===== config.mk =====
export PLATFORM = sky130hd
export DESIGN_NAME = fan_curve_speed_controller
export DESIGN_NICKNAME = d
export VERILOG_FILES = /design/src/design/fcsc_pkg.sv /design/src/design/fcsc_regs.sv /design/src/design/fcsc_ctrl.sv /design/src/design/fcsc_dp.sv /design/src/design/fan_curve_speed_controller.sv
export SDC_FILE = /design/constraint.sdc
export NUM_CORES = 1
export LEC_CHECK = 0
export BUFFER_PORTS_ARGS = -buffer_cell sky130_fd_sc_hd__buf_2
export CAP_MARGIN = 20
export CORE_ASPECT_RATIO = 0.8
export CORE_MARGIN = 4
export CORE_UTILIZATION = 50
export CTS_BUF_LIST = sky130_fd_sc_hd__clkbuf_4
export DETAILED_ROUTE_END_ITERATION = 6
export GPL_TIMING_DRIVEN = 0
export PLACE_DENSITY_LB_ADDON = 0.08
export REMOVE_ABC_BUFFERS = 1
export SYNTH_ARGS = -nofsm -noshare
export SYNTH_HDL_FRONTEND = slang
export SYNTH_SLANG_ARGS = --single-unit

===== constraint.sdc =====
create_clock -name clk_i -period 13.8 [get_ports clk_i]
set_input_delay 2.76 -clock clk_i [delete_from_list [all_inputs] [get_ports clk_i]]
set_output_delay 2.76 -clock clk_i [all_outputs]
set_load 0.01 [all_outputs]

===== src/design/fcsc_pkg.sv =====
// Types, constants and helpers shared by the fan curve speed controller.
// No dependencies; imported by every module of the block.
package fcsc_pkg;

  localparam int unsigned MaxPoints    = 8;
  localparam int unsigned NumWords     = 4;
  localparam int unsigned PointIdxW    = 3;
  localparam int unsigned TempW        = 8;
  localparam int unsigned PctW         = 7;
  localparam int unsigned DutyW        = 8;
  localparam int unsigned CntW         = 4;
  localparam int unsigned ProdW        = 15;
  localparam int unsigned DivCntW      = 4;
  localparam int unsigned DataW        = 32;
  localparam int unsigned CfgAddrW     = 5;
  localparam int unsigned RecipW       = 18;
  localparam int unsigned DutyProdW    = PctW + RecipW;

  localparam logic [PctW-1:0]   PctMax     = 7'd100;
  localparam logic [CntW-1:0]   CntMax     = 4'd15;
  // 2.55 in 16-bit fraction, rounded up: floor(p*255/100) for p up to 100
  localparam logic [RecipW-1:0] DutyRecip  = 18'd167117;
  localparam logic [DataW-1:0]  CurveAInit = 32'h6450_1428;

  typedef enum logic [2:0] {
    RegCurveA     = 3'd0,
    RegCurveB     = 3'd1,
    RegCurveC     = 3'd2,
    RegCurveD     = 3'd3,
    RegPointCount = 3'd4,
    RegIgnoreMem  = 3'd5,
    RegHoldTicks  = 3'd6,
    RegMaxStep    = 3'd7
  } reg_idx_e;

  typedef struct packed {
    logic [TempW-1:0] edge_temp;
    logic [TempW-1:0] hotspot_temp;
    logic [TempW-1:0] memory_temp;
  } in_item_t;

  typedef struct packed {
    logic [PctW-1:0]  fan_percent;
    logic [DutyW-1:0] duty_code;
    logic             write_duty;
    logic             fault;
  } out_item_t;

  typedef logic [NumWords-1:0][DataW-1:0] curve_t;

  typedef struct packed {
    curve_t          curve;
    logic [CntW-1:0] point_count;
    logic            ignore_memory_temp;
    logic [CntW-1:0] hold_ticks;
    logic [PctW-1:0] max_step_down;
  } cfg_t;

  typedef struct packed {
    logic capture;
    logic clamp_first;
    logic clamp_last;
    logic idx_init;
    logic idx_next;
    logic div_start;
    logic div_step;
    logic div_finish;
    logic decide;
    logic set_fault;
    logic emit;
  } cmd_t;

  typedef struct packed {
    logic t_zero;
    logic t_le_first;
    logic t_ge_last;
    logic t_le_idx;
    logic div_last;
  } sts_t;

  function automatic logic [TempW-1:0] pt_temp(curve_t c, logic [PointIdxW-1:0] i);
    logic [DataW-1:0] w;
    w = c[i[PointIdxW-1:1]];
    return i[0] ? w[23:16] : w[7:0];
  endfunction

  function automatic logic [PctW-1:0] pt_pct(curve_t c, logic [PointIdxW-1:0] i);
    logic [DataW-1:0] w;
    logic [7:0]       raw;
    w   = c[i[PointIdxW-1:1]];
    raw = i[0] ? w[31:24] : w[15:8];
    return (raw > {1'b0, PctMax}) ? PctMax : raw[PctW-1:0];
  endfunction

  function automatic logic [DutyW-1:0] duty_of(logic [PctW-1:0] p);
    logic [DutyProdW-1:0] prod;
    prod = DutyProdW'(p) * DutyProdW'(DutyRecip);
    return prod[23:16];
  endfunction

endpackage


===== src/design/fcsc_regs.sv =====
// APB-style configuration register file of the fan curve speed controller.
// Depends on fcsc_pkg.
module fcsc_regs
  import fcsc_pkg::*;
(
  input  logic                clk_i,
  input  logic                rst_ni,
  input  logic                psel,
  input  logic                penable,
  input  logic                pwrite,
  input  logic [CfgAddrW-1:0] paddr,
  input  logic [DataW-1:0]    pwdata,
  output logic [DataW-1:0]    prdata,
  output logic                pready,
  output cfg_t                cfg_o
);

  cfg_t     cfg_q;
  reg_idx_e idx;
  logic     wr_en;

  assign idx    = reg_idx_e'(paddr[CfgAddrW-1:2]);
  assign wr_en  = psel && penable && pwrite;
  assign pready = 1'b1;
  assign cfg_o  = cfg_q;

  always_ff @(posedge clk_i or negedge rst_ni) begin
    if (!rst_ni) begin
      cfg_q.curve              <= curve_t'({32'd0, 32'd0, 32'd0, CurveAInit});
      cfg_q.point_count        <= CntW'(2);
      cfg_q.ignore_memory_temp <= 1'b0;
      cfg_q.hold_ticks         <= CntW'(8);
      cfg_q.max_step_down      <= PctW'(5);
    end else if (wr_en) begin
      case (idx)
        RegCurveA:     cfg_q.curve[0]           <= pwdata;
        RegCurveB:     cfg_q.curve[1]           <= pwdata;
        RegCurveC:     cfg_q.curve[2]           <= pwdata;
        RegCurveD:     cfg_q.curve[3]           <= pwdata;
        RegPointCount: cfg_q.point_count        <= pwdata[CntW-1:0];
        RegIgnoreMem:  cfg_q.ignore_memory_temp <= pwdata[0];
        RegHoldTicks:  cfg_q.hold_ticks         <= pwdata[CntW-1:0];
        RegMaxStep:    cfg_q.max_step_down      <= pwdata[PctW-1:0];
        default: ;
      endcase
    end
  end

  always_comb begin
    case (idx)
      RegCurveA:     prdata = cfg_q.curve[0];
      RegCurveB:     prdata = cfg_q.curve[1];
      RegCurveC:     prdata = cfg_q.curve[2];
      RegCurveD:     prdata = cfg_q.curve[3];
      RegPointCount: prdata = DataW'(cfg_q.point_count);
      RegIgnoreMem:  prdata = DataW'(cfg_q.ignore_memory_temp);
      RegHoldTicks:  prdata = DataW'(cfg_q.hold_ticks);
      RegMaxStep:    prdata = DataW'(cfg_q.max_step_down);
      default:       prdata = '0;
    endcase
  end

endmodule


===== src/design/fcsc_ctrl.sv =====
// Sequencer of the fan curve speed controller: handshakes and datapath commands.
// Depends on fcsc_pkg.
module fcsc_ctrl
  import fcsc_pkg::*;
(
  input  logic clk_i,
  input  logic rst_ni,
  input  logic in_valid_i,
  output logic in_stall_o,
  output logic out_valid_o,
  input  logic out_stall_i,
  input  sts_t sts_i,
  output cmd_t cmd_o
);

  typedef enum logic [2:0] {
    StIdle,
    StCheck,
    StScan,
    StDiv,
    StQuot,
    StDecide,
    StEmit
  } state_e;

  state_e state_q;
  logic   in_stall_q;
  logic   out_valid_q;
  logic   can_emit;

  assign in_stall_o  = in_stall_q;
  assign out_valid_o = out_valid_q;
  assign can_emit    = !out_valid_q || !out_stall_i;

  always_comb begin
    cmd_o = '0;
    case (state_q)
      StIdle:  cmd_o.capture = in_valid_i;
      StCheck: begin
        if (sts_i.t_zero) begin
          cmd_o.set_fault = 1'b1;
        end else if (sts_i.t_le_first) begin
          cmd_o.clamp_first = 1'b1;
        end else if (sts_i.t_ge_last) begin
          cmd_o.clamp_last = 1'b1;
        end else begin
          cmd_o.idx_init = 1'b1;
        end
      end
      StScan: begin
        if (sts_i.t_le_idx) begin
          cmd_o.div_start = 1'b1;
        end else begin
          cmd_o.idx_next = 1'b1;
        end
      end
      StDiv:    cmd_o.div_step   = 1'b1;
      StQuot:   cmd_o.div_finish = 1'b1;
      StDecide: cmd_o.decide     = 1'b1;
      StEmit:   cmd_o.emit       = can_emit;
      default: ;
    endcase
  end

  always_ff @(posedge clk_i or negedge rst_ni) begin
    if (!rst_ni) begin
      state_q     <= StIdle;
      in_stall_q  <= 1'b0;
      out_valid_q <= 1'b0;
    end else begin
      if (cmd_o.emit) begin
        out_valid_q <= 1'b1;
      end else if (!out_stall_i) begin
        out_valid_q <= 1'b0;
      end
      case (state_q)
        StIdle: begin
          if (in_valid_i) begin
            state_q    <= StCheck;
            in_stall_q <= 1'b1;
          end
        end
        StCheck: begin
          if (sts_i.t_zero) begin
            state_q <= StEmit;
          end else if (sts_i.t_le_first || sts_i.t_ge_last) begin
            state_q <= StDecide;
          end else begin
            state_q <= StScan;
          end
        end
        StScan: begin
          if (sts_i.t_le_idx) begin
            state_q <= StDiv;
          end
        end
        StDiv: begin
          if (sts_i.div_last) begin
            state_q <= StQuot;
          end
        end
        StQuot:   state_q <= StDecide;
        StDecide: state_q <= StEmit;
        StEmit: begin
          if (can_emit) begin
            state_q    <= StIdle;
            in_stall_q <= 1'b0;
          end
        end
        default: begin
          state_q    <= StIdle;
          in_stall_q <= 1'b0;
        end
      endcase
    end
  end

endmodule


===== src/design/fcsc_dp.sv =====
// Datapath of the fan curve speed controller: hottest pick, segment scan,
// restoring divider, hold/step-down logic and result register. Depends on fcsc_pkg.
module fcsc_dp
  import fcsc_pkg::*;
(
  input  logic      clk_i,
  input  logic      rst_ni,
  input  cfg_t      cfg_i,
  input  in_item_t  in_data_i,
  input  cmd_t      cmd_i,
  output sts_t      sts_o,
  output out_item_t out_data_o
);

  logic [TempW-1:0]     t_q;
  logic [PointIdxW-1:0] idx_q;
  logic [PctW-1:0]      target_q;
  logic [PctW-1:0]      lp_q;
  logic                 rising_q;
  logic [TempW-1:0]     span_q;
  logic [ProdW-1:0]     dq_q;
  logic [TempW-1:0]     rem_q;
  logic [DivCntW-1:0]   div_cnt_q;
  logic                 write_q;
  logic                 fault_q;
  out_item_t            out_q;

  logic [PctW-1:0]      applied_q;
  logic                 applied_valid_q;
  logic [CntW-1:0]      lower_cnt_q;

  // hottest temperature
  logic [TempW-1:0] eh_max;
  logic [TempW-1:0] hottest;
  assign eh_max  = (in_data_i.hotspot_temp > in_data_i.edge_temp) ?
                   in_data_i.hotspot_temp : in_data_i.edge_temp;
  assign hottest = (!cfg_i.ignore_memory_temp && (in_data_i.memory_temp > eh_max)) ?
                   in_data_i.memory_temp : eh_max;

  // last point in use
  logic [PointIdxW-1:0] last_idx;
  always_comb begin
    if (cfg_i.point_count < CntW'(2)) begin
      last_idx = PointIdxW'(1);
    end else if (cfg_i.point_count > CntW'(MaxPoints)) begin
      last_idx = PointIdxW'(MaxPoints - 1);
    end else begin
      last_idx = PointIdxW'(cfg_i.point_count - CntW'(1));
    end
  end

  assign sts_o.t_zero     = (t_q == '0);
  assign sts_o.t_le_first = (t_q <= pt_temp(cfg_i.curve, '0));
  assign sts_o.t_ge_last  = (t_q >= pt_temp(cfg_i.curve, last_idx));
  assign sts_o.t_le_idx   = (t_q <= pt_temp(cfg_i.curve, idx_q));
  assign sts_o.div_last   = (div_cnt_q == DivCntW'(ProdW - 1));

  // segment ending at idx_q; t_q lies strictly above its lower end
  logic [PointIdxW-1:0] lo_idx;
  logic [TempW-1:0]     seg_lt;
  logic [TempW-1:0]     seg_ht;
  logic [PctW-1:0]      seg_lp;
  logic [PctW-1:0]      seg_hp;
  logic                 seg_rising;
  logic [PctW-1:0]      seg_diff;
  logic [ProdW-1:0]     seg_prod;
  assign lo_idx     = idx_q - PointIdxW'(1);
  assign seg_lt     = pt_temp(cfg_i.curve, lo_idx);
  assign seg_ht     = pt_temp(cfg_i.curve, idx_q);
  assign seg_lp     = pt_pct(cfg_i.curve, lo_idx);
  assign seg_hp     = pt_pct(cfg_i.curve, idx_q);
  assign seg_rising = (seg_hp >= seg_lp);
  assign seg_diff   = seg_rising ? (seg_hp - seg_lp) : (seg_lp - seg_hp);
  assign seg_prod   = ProdW'(t_q - seg_lt) * ProdW'(seg_diff);

  // one restoring divide step
  logic [TempW:0]   div_shift;
  logic [TempW:0]   div_trial;
  logic             div_bit;
  logic [PctW-1:0]  quot;
  assign div_shift = {rem_q, dq_q[ProdW-1]};
  assign div_trial = div_shift - {1'b0, span_q};
  assign div_bit   = (div_shift >= {1'b0, span_q});
  assign quot      = dq_q[PctW-1:0];

  // hold and step-down decision
  logic [CntW-1:0] cnt_inc;
  logic [PctW-1:0] drop;
  logic            dec_wr;
  logic [PctW-1:0] dec_pct;
  logic [CntW-1:0] dec_cnt;
  assign cnt_inc = (lower_cnt_q == CntMax) ? CntMax : (lower_cnt_q + CntW'(1));
  assign drop    = applied_q - target_q;

  always_comb begin
    dec_wr  = 1'b0;
    dec_pct = target_q;
    dec_cnt = lower_cnt_q;
    if (!applied_valid_q || (target_q > applied_q)) begin
      dec_wr = 1'b1;
    end else if (target_q < applied_q) begin
      dec_cnt = cnt_inc;
      if (cnt_inc >= cfg_i.hold_ticks) begin
        dec_wr = 1'b1;
        if (drop > cfg_i.max_step_down) begin
          dec_pct = applied_q - cfg_i.max_step_down;
        end
      end
    end
    if (dec_wr) begin
      dec_cnt = '0;
    end
  end

  always_ff @(posedge clk_i or negedge rst_ni) begin
    if (!rst_ni) begin
      applied_q       <= '0;
      applied_valid_q <= 1'b0;
      lower_cnt_q     <= '0;
    end else if (cmd_i.decide) begin
      lower_cnt_q <= dec_cnt;
      if (dec_wr) begin
        applied_q       <= dec_pct;
        applied_valid_q <= 1'b1;
      end
    end
  end

  always_ff @(posedge clk_i) begin
    if (cmd_i.capture) begin
      t_q <= hottest;
    end
    if (cmd_i.idx_init) begin
      idx_q <= PointIdxW'(1);
    end else if (cmd_i.idx_next) begin
      idx_q <= idx_q + PointIdxW'(1);
    end
    if (cmd_i.clamp_first) begin
      target_q <= pt_pct(cfg_i.curve, '0);
    end else if (cmd_i.clamp_last) begin
      target_q <= pt_pct(cfg_i.curve, last_idx);
    end else if (cmd_i.div_finish) begin
      target_q <= rising_q ? (lp_q + quot) : (lp_q - quot);
    end
    if (cmd_i.div_start) begin
      lp_q      <= seg_lp;
      rising_q  <= seg_rising;
      span_q    <= seg_ht - seg_lt;
      dq_q      <= seg_prod;
      rem_q     <= '0;
      div_cnt_q <= '0;
    end else if (cmd_i.div_step) begin
      dq_q      <= {dq_q[ProdW-2:0], div_bit};
      rem_q     <= div_bit ? div_trial[TempW-1:0] : div_shift[TempW-1:0];
      div_cnt_q <= div_cnt_q + DivCntW'(1);
    end
    if (cmd_i.set_fault) begin
      write_q <= 1'b0;
      fault_q <= 1'b1;
    end else if (cmd_i.decide) begin
      write_q <= dec_wr;
      fault_q <= 1'b0;
    end
    if (cmd_i.emit) begin
      out_q.fan_percent <= applied_q;
      out_q.duty_code   <= duty_of(applied_q);
      out_q.write_duty  <= write_q;
      out_q.fault       <= fault_q;
    end
  end

  assign out_data_o = out_q;

endmodule


===== src/design/fan_curve_speed_controller.sv =====
// Top level of the fan curve speed controller.
// Depends on fcsc_pkg, fcsc_regs, fcsc_ctrl and fcsc_dp.
//
// One transaction of three temperatures in gives one result transaction out. The hottest
// value (memory optional) is mapped through a piecewise-linear curve of up to eight points,
// rises are applied at once, falls only after hold_ticks lower ticks and by at most
// max_step_down; a zero hottest temperature flags fault and changes nothing. A fault goes
// straight from the check to the result register, a clamp passes the hold/step-down
// decision first, and an interpolation scans 1 to 7 segments and runs the 15-step restoring
// divider before it decides. Input is stalled while a transaction is in progress and taken
// again the cycle after its result is registered; a result may wait in the output register
// while the next transaction runs. Configuration registers sit at byte addresses 4*i;
// they must be written by the user only while idle, unenforced by the block.
module fan_curve_speed_controller
  import fcsc_pkg::*;
(
  input  logic                clk_i,
  input  logic                rst_ni,
  input  logic                psel,
  input  logic                penable,
  input  logic                pwrite,
  input  logic [CfgAddrW-1:0] paddr,
  input  logic [DataW-1:0]    pwdata,
  output logic [DataW-1:0]    prdata,
  output logic                pready,
  input  logic                in_valid_i,
  output logic                in_stall_o,
  input  in_item_t            in_data_i,
  output logic                out_valid_o,
  input  logic                out_stall_i,
  output out_item_t           out_data_o
);

  cfg_t cfg;
  cmd_t cmd;
  sts_t sts;

  fcsc_regs u_regs (
    .clk_i   (clk_i),
    .rst_ni  (rst_ni),
    .psel    (psel),
    .penable (penable),
    .pwrite  (pwrite),
    .paddr   (paddr),
    .pwdata  (pwdata),
    .prdata  (prdata),
    .pready  (pready),
    .cfg_o   (cfg)
  );

  fcsc_ctrl u_ctrl (
    .clk_i       (clk_i),
    .rst_ni      (rst_ni),
    .in_valid_i  (in_valid_i),
    .in_stall_o  (in_stall_o),
    .out_valid_o (out_valid_o),
    .out_stall_i (out_stall_i),
    .sts_i       (sts),
    .cmd_o       (cmd)
  );

  fcsc_dp u_dp (
    .clk_i      (clk_i),
    .rst_ni     (rst_ni),
    .cfg_i      (cfg),
    .in_data_i  (in_data_i),
    .cmd_i      (cmd),
    .sts_o      (sts),
    .out_data_o (out_data_o)
  );

endmodule


Word-level counts from Yosys, hierarchy flattened:

Cells that the tools add are included.
Widths: inputs -> output; s select.

* multiplexer cells: 68
* add/sub/neg operators: 14
* multipliers: 2
* divide/modulo/power cells: 0
* equal/unequal tests: 21
* shifts and indexed selects: 0
* order comparisons: 20
* bitwise operators: 1
* reduce and logical (&&, ||, !) cells: 29

Operators with widths (number)
* $pmux 32 s8: 1
* $bmux 32 s2: 3
* $mux 32: 3
* $mux 7: 13
* $mux 8: 9
* $sub 7x7->7: 5
* $gt 8x7->1 const B: 4
* $mux 15: 2
* $mux 3: 10
* $mul 7x18->24 const B: 1
* $eq 3x3->1 const B: 7
* $pmux 3 s7: 1
* $mux 1: 19
* $reduce_and 2->1: 9
* $gt 8x8->1: 2
* $le 8x8->1: 2
* $mux 4: 4
* $sub 8x8->8: 2
* $mul 15x7->15: 1
* $gt 7x7->1: 2
* $eq 3x2->1 const B: 4
* $ge 9x8->1: 1
* $lt 2x3->1 const B: 3
* $sub 8x8->9: 1
* other kinds (27): 46

* bits in latches: 0
* register bits after elaboration: 241
* output and inout bits: 52
* memories: 0
* word-level logic and storage cells: 184
* memory bits (writable): 0
* ROM bits: 0

Longest topological paths before layout:

* word-level depth: 13
* gate-level depth with buffers: 44

By module:

From an unflattened synthesis, not the netlist that was laid out.

* cells, all modules: 2080
* area total of the unflattened synthesis: 21617.0 sq um

Modules (own cells, without submodules)
* fcsc_dp: cells an instance 1589, area each 14391.3 sq um, sequential area each 2532.4 sq um, times used 1
* fcsc_regs: cells an instance 440, area each 6809.0 sq um, sequential area each 3619.7 sq um, times used 1
* fcsc_ctrl: cells an instance 51, area each 416.6 sq um, sequential area each 125.1 sq um, times used 1

Worst setup path before layout:

No wires, ideal clock.

* kind: reg-to-reg
* start point: register u_dp.idx_q[0]
* end point: register u_dp.dq_q[14], data pin
* library setup time: 0.265 ns
* data arrival time: 10.039 ns
* cell stages (with the launch flop): 41
* slack: 3.495 ns
* cell sequence: dfxtp_1 buf_6 buf_6 inv_2 buf_1 buf_1 ha_1 xor2_4 clkbuf_1 mux4_2 mux2i_1 a21oi_1 o31ai_1 nand2_1 or2_2 ha_1 fa_1 a21boi_1 [5 not listed] fa_1 fa_1 inv_1 fa_1 inv_1 fa_1 inv_1 ha_1 inv_1 o21bai_1 a21oi_1 o21bai_1 a21oi_1 o21ai_0 o41ai_1 xnor2_1 and3_1 o31ai_2

RTL lines
* start, declared: RTL line fcsc_dp.sv:16 `logic [PointIdxW-1:0] idx_q;`
* start signal, assigned: RTL line fcsc_dp.sv:134 `idx_q <= PointIdxW'(1);`
* start signal, assigned: RTL line fcsc_dp.sv:136 `idx_q <= idx_q + PointIdxW'(1);`
* $sub 3x1->3 *: RTL line fcsc_dp.sv:67 `assign lo_idx = idx_q - PointIdxW'(1);`
* named net u_dp.lo_idx[0]: RTL line fcsc_dp.sv:59 `logic [PointIdxW-1:0] lo_idx;`
* $mux 8: RTL line fcsc_pkg.sv:91 `raw = i[0] ? w[31:24] : w[15:8];`
* $gt 8x7->1: RTL line fcsc_pkg.sv:92 `return (raw > {1'b0, PctMax}) ? PctMax : raw[PctW-1:0];`
* $mux 7: RTL line fcsc_pkg.sv:92
* $sub 7x7->7 or $ge 7x7->1 (tied branches): RTL line fcsc_dp.sv:73, fcsc_dp.sv:72
* $mux 7: RTL line fcsc_dp.sv:73 `assign seg_diff = seg_rising ? (seg_hp - seg_lp) : (seg_lp - seg_hp);`
* $mul 15x7->15 *: RTL line fcsc_dp.sv:74 `assign seg_prod = ProdW'(t_q - seg_lt) * ProdW'(seg_diff);`
* $mux 15 *: RTL line fcsc_dp.sv:145 `if (cmd_i.div_start) begin`
* end signal, assigned: RTL line fcsc_dp.sv:149 `dq_q <= seg_prod;`
* end signal, assigned: RTL line fcsc_dp.sv:153 `dq_q <= {dq_q[ProdW-2:0], div_bit};`
* end, declared: RTL line fcsc_dp.sv:21 `logic [ProdW-1:0] dq_q;`

Mark *: on every way through the listed nets, which the timed path passes. The rest lies on a longest branch. The select of a mux whose other input is x is not followed.
A chain may end at the register's enable or synchronous reset.

Worst setup path after layout:

* start point: register u_dp.idx_q[0]
* end point: register u_dp.dq_q[14], data pin

* word-level cells in the longest chain between the ends: 10

Ends and longest elaborated chain
* $sub 3x1->3 *: RTL line fcsc_dp.sv:67
* $bmux 32 s2: RTL line fcsc_pkg.sv:90 `w = c[i[PointIdxW-1:1]];`
* $mux 32 (not written as such): RTL line fcsc_pkg.sv:83 `w = c[i[PointIdxW-1:1]];`
* $mux 8 *: RTL line fcsc_pkg.sv:91
* $gt 8x7->1: RTL line fcsc_pkg.sv:92
* $mux 7 *: RTL line fcsc_pkg.sv:92
* named net u_dp.seg_lp[1]: RTL line fcsc_dp.sv:62 `logic [PctW-1:0] seg_lp;`
* $ge 7x7->1 *: RTL line fcsc_dp.sv:72 `assign seg_rising = (seg_hp >= seg_lp);`
* named net u_dp.seg_rising: RTL line fcsc_dp.sv:64 `logic seg_rising;`
* $mux 7 *: RTL line fcsc_dp.sv:73
* $mul 15x7->15 *: RTL line fcsc_dp.sv:74
* $mux 15 *: RTL line fcsc_dp.sv:145

Marked as above.

==> metrics.txt <==
status finished clean; Area contributors post-synth dfrtp_1 (18%), ha_1 (12%), mux4_2 (9.4%); clk sink count 241; via count 16160; layout cells sized above 1 24.56%; Worst-Margin Slew 1.038 ns; Tmin final 11.10 ns; post-synth design cell area 20710 um2; HP Class reg -> reg; Post-DP HPWL 41.71 mm; cells after synthesis 2051; crit-path max FO 27; max-slew violation count 0; final WL 56.33 mm; CP required 14.32 ns; DRT Pass-1 Iters 5; TritonCTS clock tree yes; CP arrival 11.63 ns; first-pass GRT wire length 89.02 mm; via/cell ratio 5.795; postcts setup bufs 0; Worst Setup End Kind register; Netlist cell types 75; most frequent cells in the layout nand2_1 (248), ha_1 (194), inv_1 (179); antenna violations before repair 6; Total Routing Usage GR 25.02%; I/O pin count 120; Avg Inst Size Synth 10.10 um2; CTS H-tree lvls 3; Worst Setup Path Type reg -> reg; setup TNS 0 ns; Crit path buffers/inverters 6; Max stage delay cell, worst path xor2_4; largest stage delay on the critical path 0.64 ns; IO Port Bufs 116; Die ar. 44770 um2; ys async rst share 66.80%; Final Util 56.89%; hold_buf cts 0; flops & latches, synth 241; Post-synth EDFFs 63; Clk pin slew, worst setup/hold paths 0.07 ns; unrepaired setup endpoints after global routing false; cts repair resizes 0; Iter 0 DRT Violations 1235; Yosys top cell area share 17.88%; worst skew pair latency 0.82 ns; register area share after synthesis 30.30%; fmax 0.09007 GHz; DR WL/cell 20.20 um; DRT antenna net count 0; DR DRC count 0; period utilisation layout 80.45%; die width 235.6 um; CTS root buf clkbuf_4; Max clock buf depth 3; Warnings, synthesis 0; Yosys top cell by area dfrtp_1; commonest non-fill, non-tap cell in the layout nand2_1; CP top delay family adder cells; startpoint types register; max cap viols 0; Finish-stage setup viols 0; vias in the first global route 16080; grt ovf 0; starting density of the core 50.78%; Inserted Clock Buffers 69; Net count, final 2510; die span in y 190.1 um; CORE AREA 40790 um2; Row Count 66; area grow syn2layout 12.03%; Fill cells 3603; Hold Fails Final Rpt 0; Setup Skew 0.05960 ns; Slew HR 30.41%; gp weighted congestion 0.8524; largest net degree at the start of global routing 103; Synth Flop Type dfrtp_1
## registers in the layout, indices dropped and copies added, names as in the netlist, 7 cells and up
name / count
u_dp.t_q: 8
u_dp.dq_q: 15
u_dp.span_q: 8
u_dp.out_data_o: 17
u_dp.target_q: 7
u_dp.applied_q: 7
u_dp.rem_q: 8
u_regs.cfg_o: 144
u_dp.lp_q: 7
## per-layer routing
layer	up-vias	global-route usage [%]	routed length [um]
met3	107	5.116	3390
met1	8001	36.61	26680
met4	8	7.180	1423
met2	471	37.96	24780
met5	-	0	52
li1	7574	-	-
## path summary, 6_finish.rpt
| path | from | end | slack [ns] | cells past startpoint |
|---|---|---|---|---|
| worst min-delay path | u_dp.fault_q | u_dp.out_data_o[0] | 0.45 | 0 |
| worst min register to register | u_dp.fault_q | u_dp.out_data_o[0] | 0.45 | 0 |
| min in group asynchronous | rst_ni | u_regs.cfg_o[8] | 1.91 | 1 |
| worst max register to register | u_dp.idx_q[0] | u_dp.dq_q[14] | 2.70 | 39 |
| max in group asynchronous | rst_ni | u_regs.cfg_o[28] | 10.96 | 2 |
| worst max-delay path | u_dp.idx_q[0] | u_dp.dq_q[14] | 2.70 | 39 |
## cells by family after synthesis
family / Yosys count / synth area share, %
multiplexers: 288 / 20.08
adder cells (fa/ha/maj): 259 / 18.00
other: 1 / 0.01810
flip-flops: 241 / 30.30
AND/OR/NAND/NOR: 610 / 13.45
buffers and inverters: 269 / 5.110
AO/OA/AOI/OAI: 308 / 9.562
XOR/XNOR: 75 / 3.479
## stage by stage
stage	hold slack, ns	area [um2]	std cells	setup WS [ns]
floorplan	0.4090	20340	1964	3.128
global placement	0.4166	21600	2624	0.5968
detailed placement	0.4313	22160	2653	2.723
CTS	0.4484	23130	2780	2.666
global route	0.4693	23210	2789	2.043
finish	0.4491	23210	2789	2.697
## worst register-to-register path, delay by kind of cell (launching register included)
kind | cells | cell delay, ns
compound gates | 12 | 2.31
xor+xnor | 3 | 1.02
fa+ha+maj | 7 | 3.13
buf+inv | 6 | 0.87
flops | 1 | 0.63
mux | 3 | 1.30
simple gates | 8 | 1.54
## layout make-up
class | count | area, um2 | share of cell area [%]
Antenna cell | 6 | 15.01 | 0.06470
Inverter | 182 | 683.2 | 2.944
Sequential cell | 241 | 6281 | 27.07
Clock inverter | 26 | 214.0 | 0.9220
Multi-Input combinational cell | 1541 | 13420 | 57.83
Clock buffer | 101 | 758.2 | 3.267
Tap cell | 544 | 680.7 | 2.933
Timing Repair Buffer | 148 | 1154 | 4.971
## cells in the mapped netlist (5+ instances only)
master / instances
o21a_1: 6
and2_1: 5
and3_1: 21
fa_1: 65
a21oi_1: 69
mux4_2: 86
ha_1: 194
a31oi_1: 20
buf_1: 14
o31ai_1: 9
xor2_1: 27
mux2i_1: 54
nor2_1: 118
o22ai_1: 7
inv_1: 179
xnor2_1: 44
dfxtp_1: 17
a22o_1: 5
nand2_1: 249
nand2b_1: 27
dfstp_2: 13
mux2_2: 144
o21bai_1: 11
clkbuf_1: 63
nor3_1: 19
buf_6: 5
o21ai_0: 91
or2_2: 19
a211oi_1: 5
nand4_1: 11
dfrtp_1: 148
a311oi_1: 13
edfxtp_1: 63
nand3_1: 81
a21o_1: 44
nor2b_1: 48
Power is left out: the tool's default activity adds up to more than one toggle a clock period on the data nets, which glitch-free logic cannot reach.
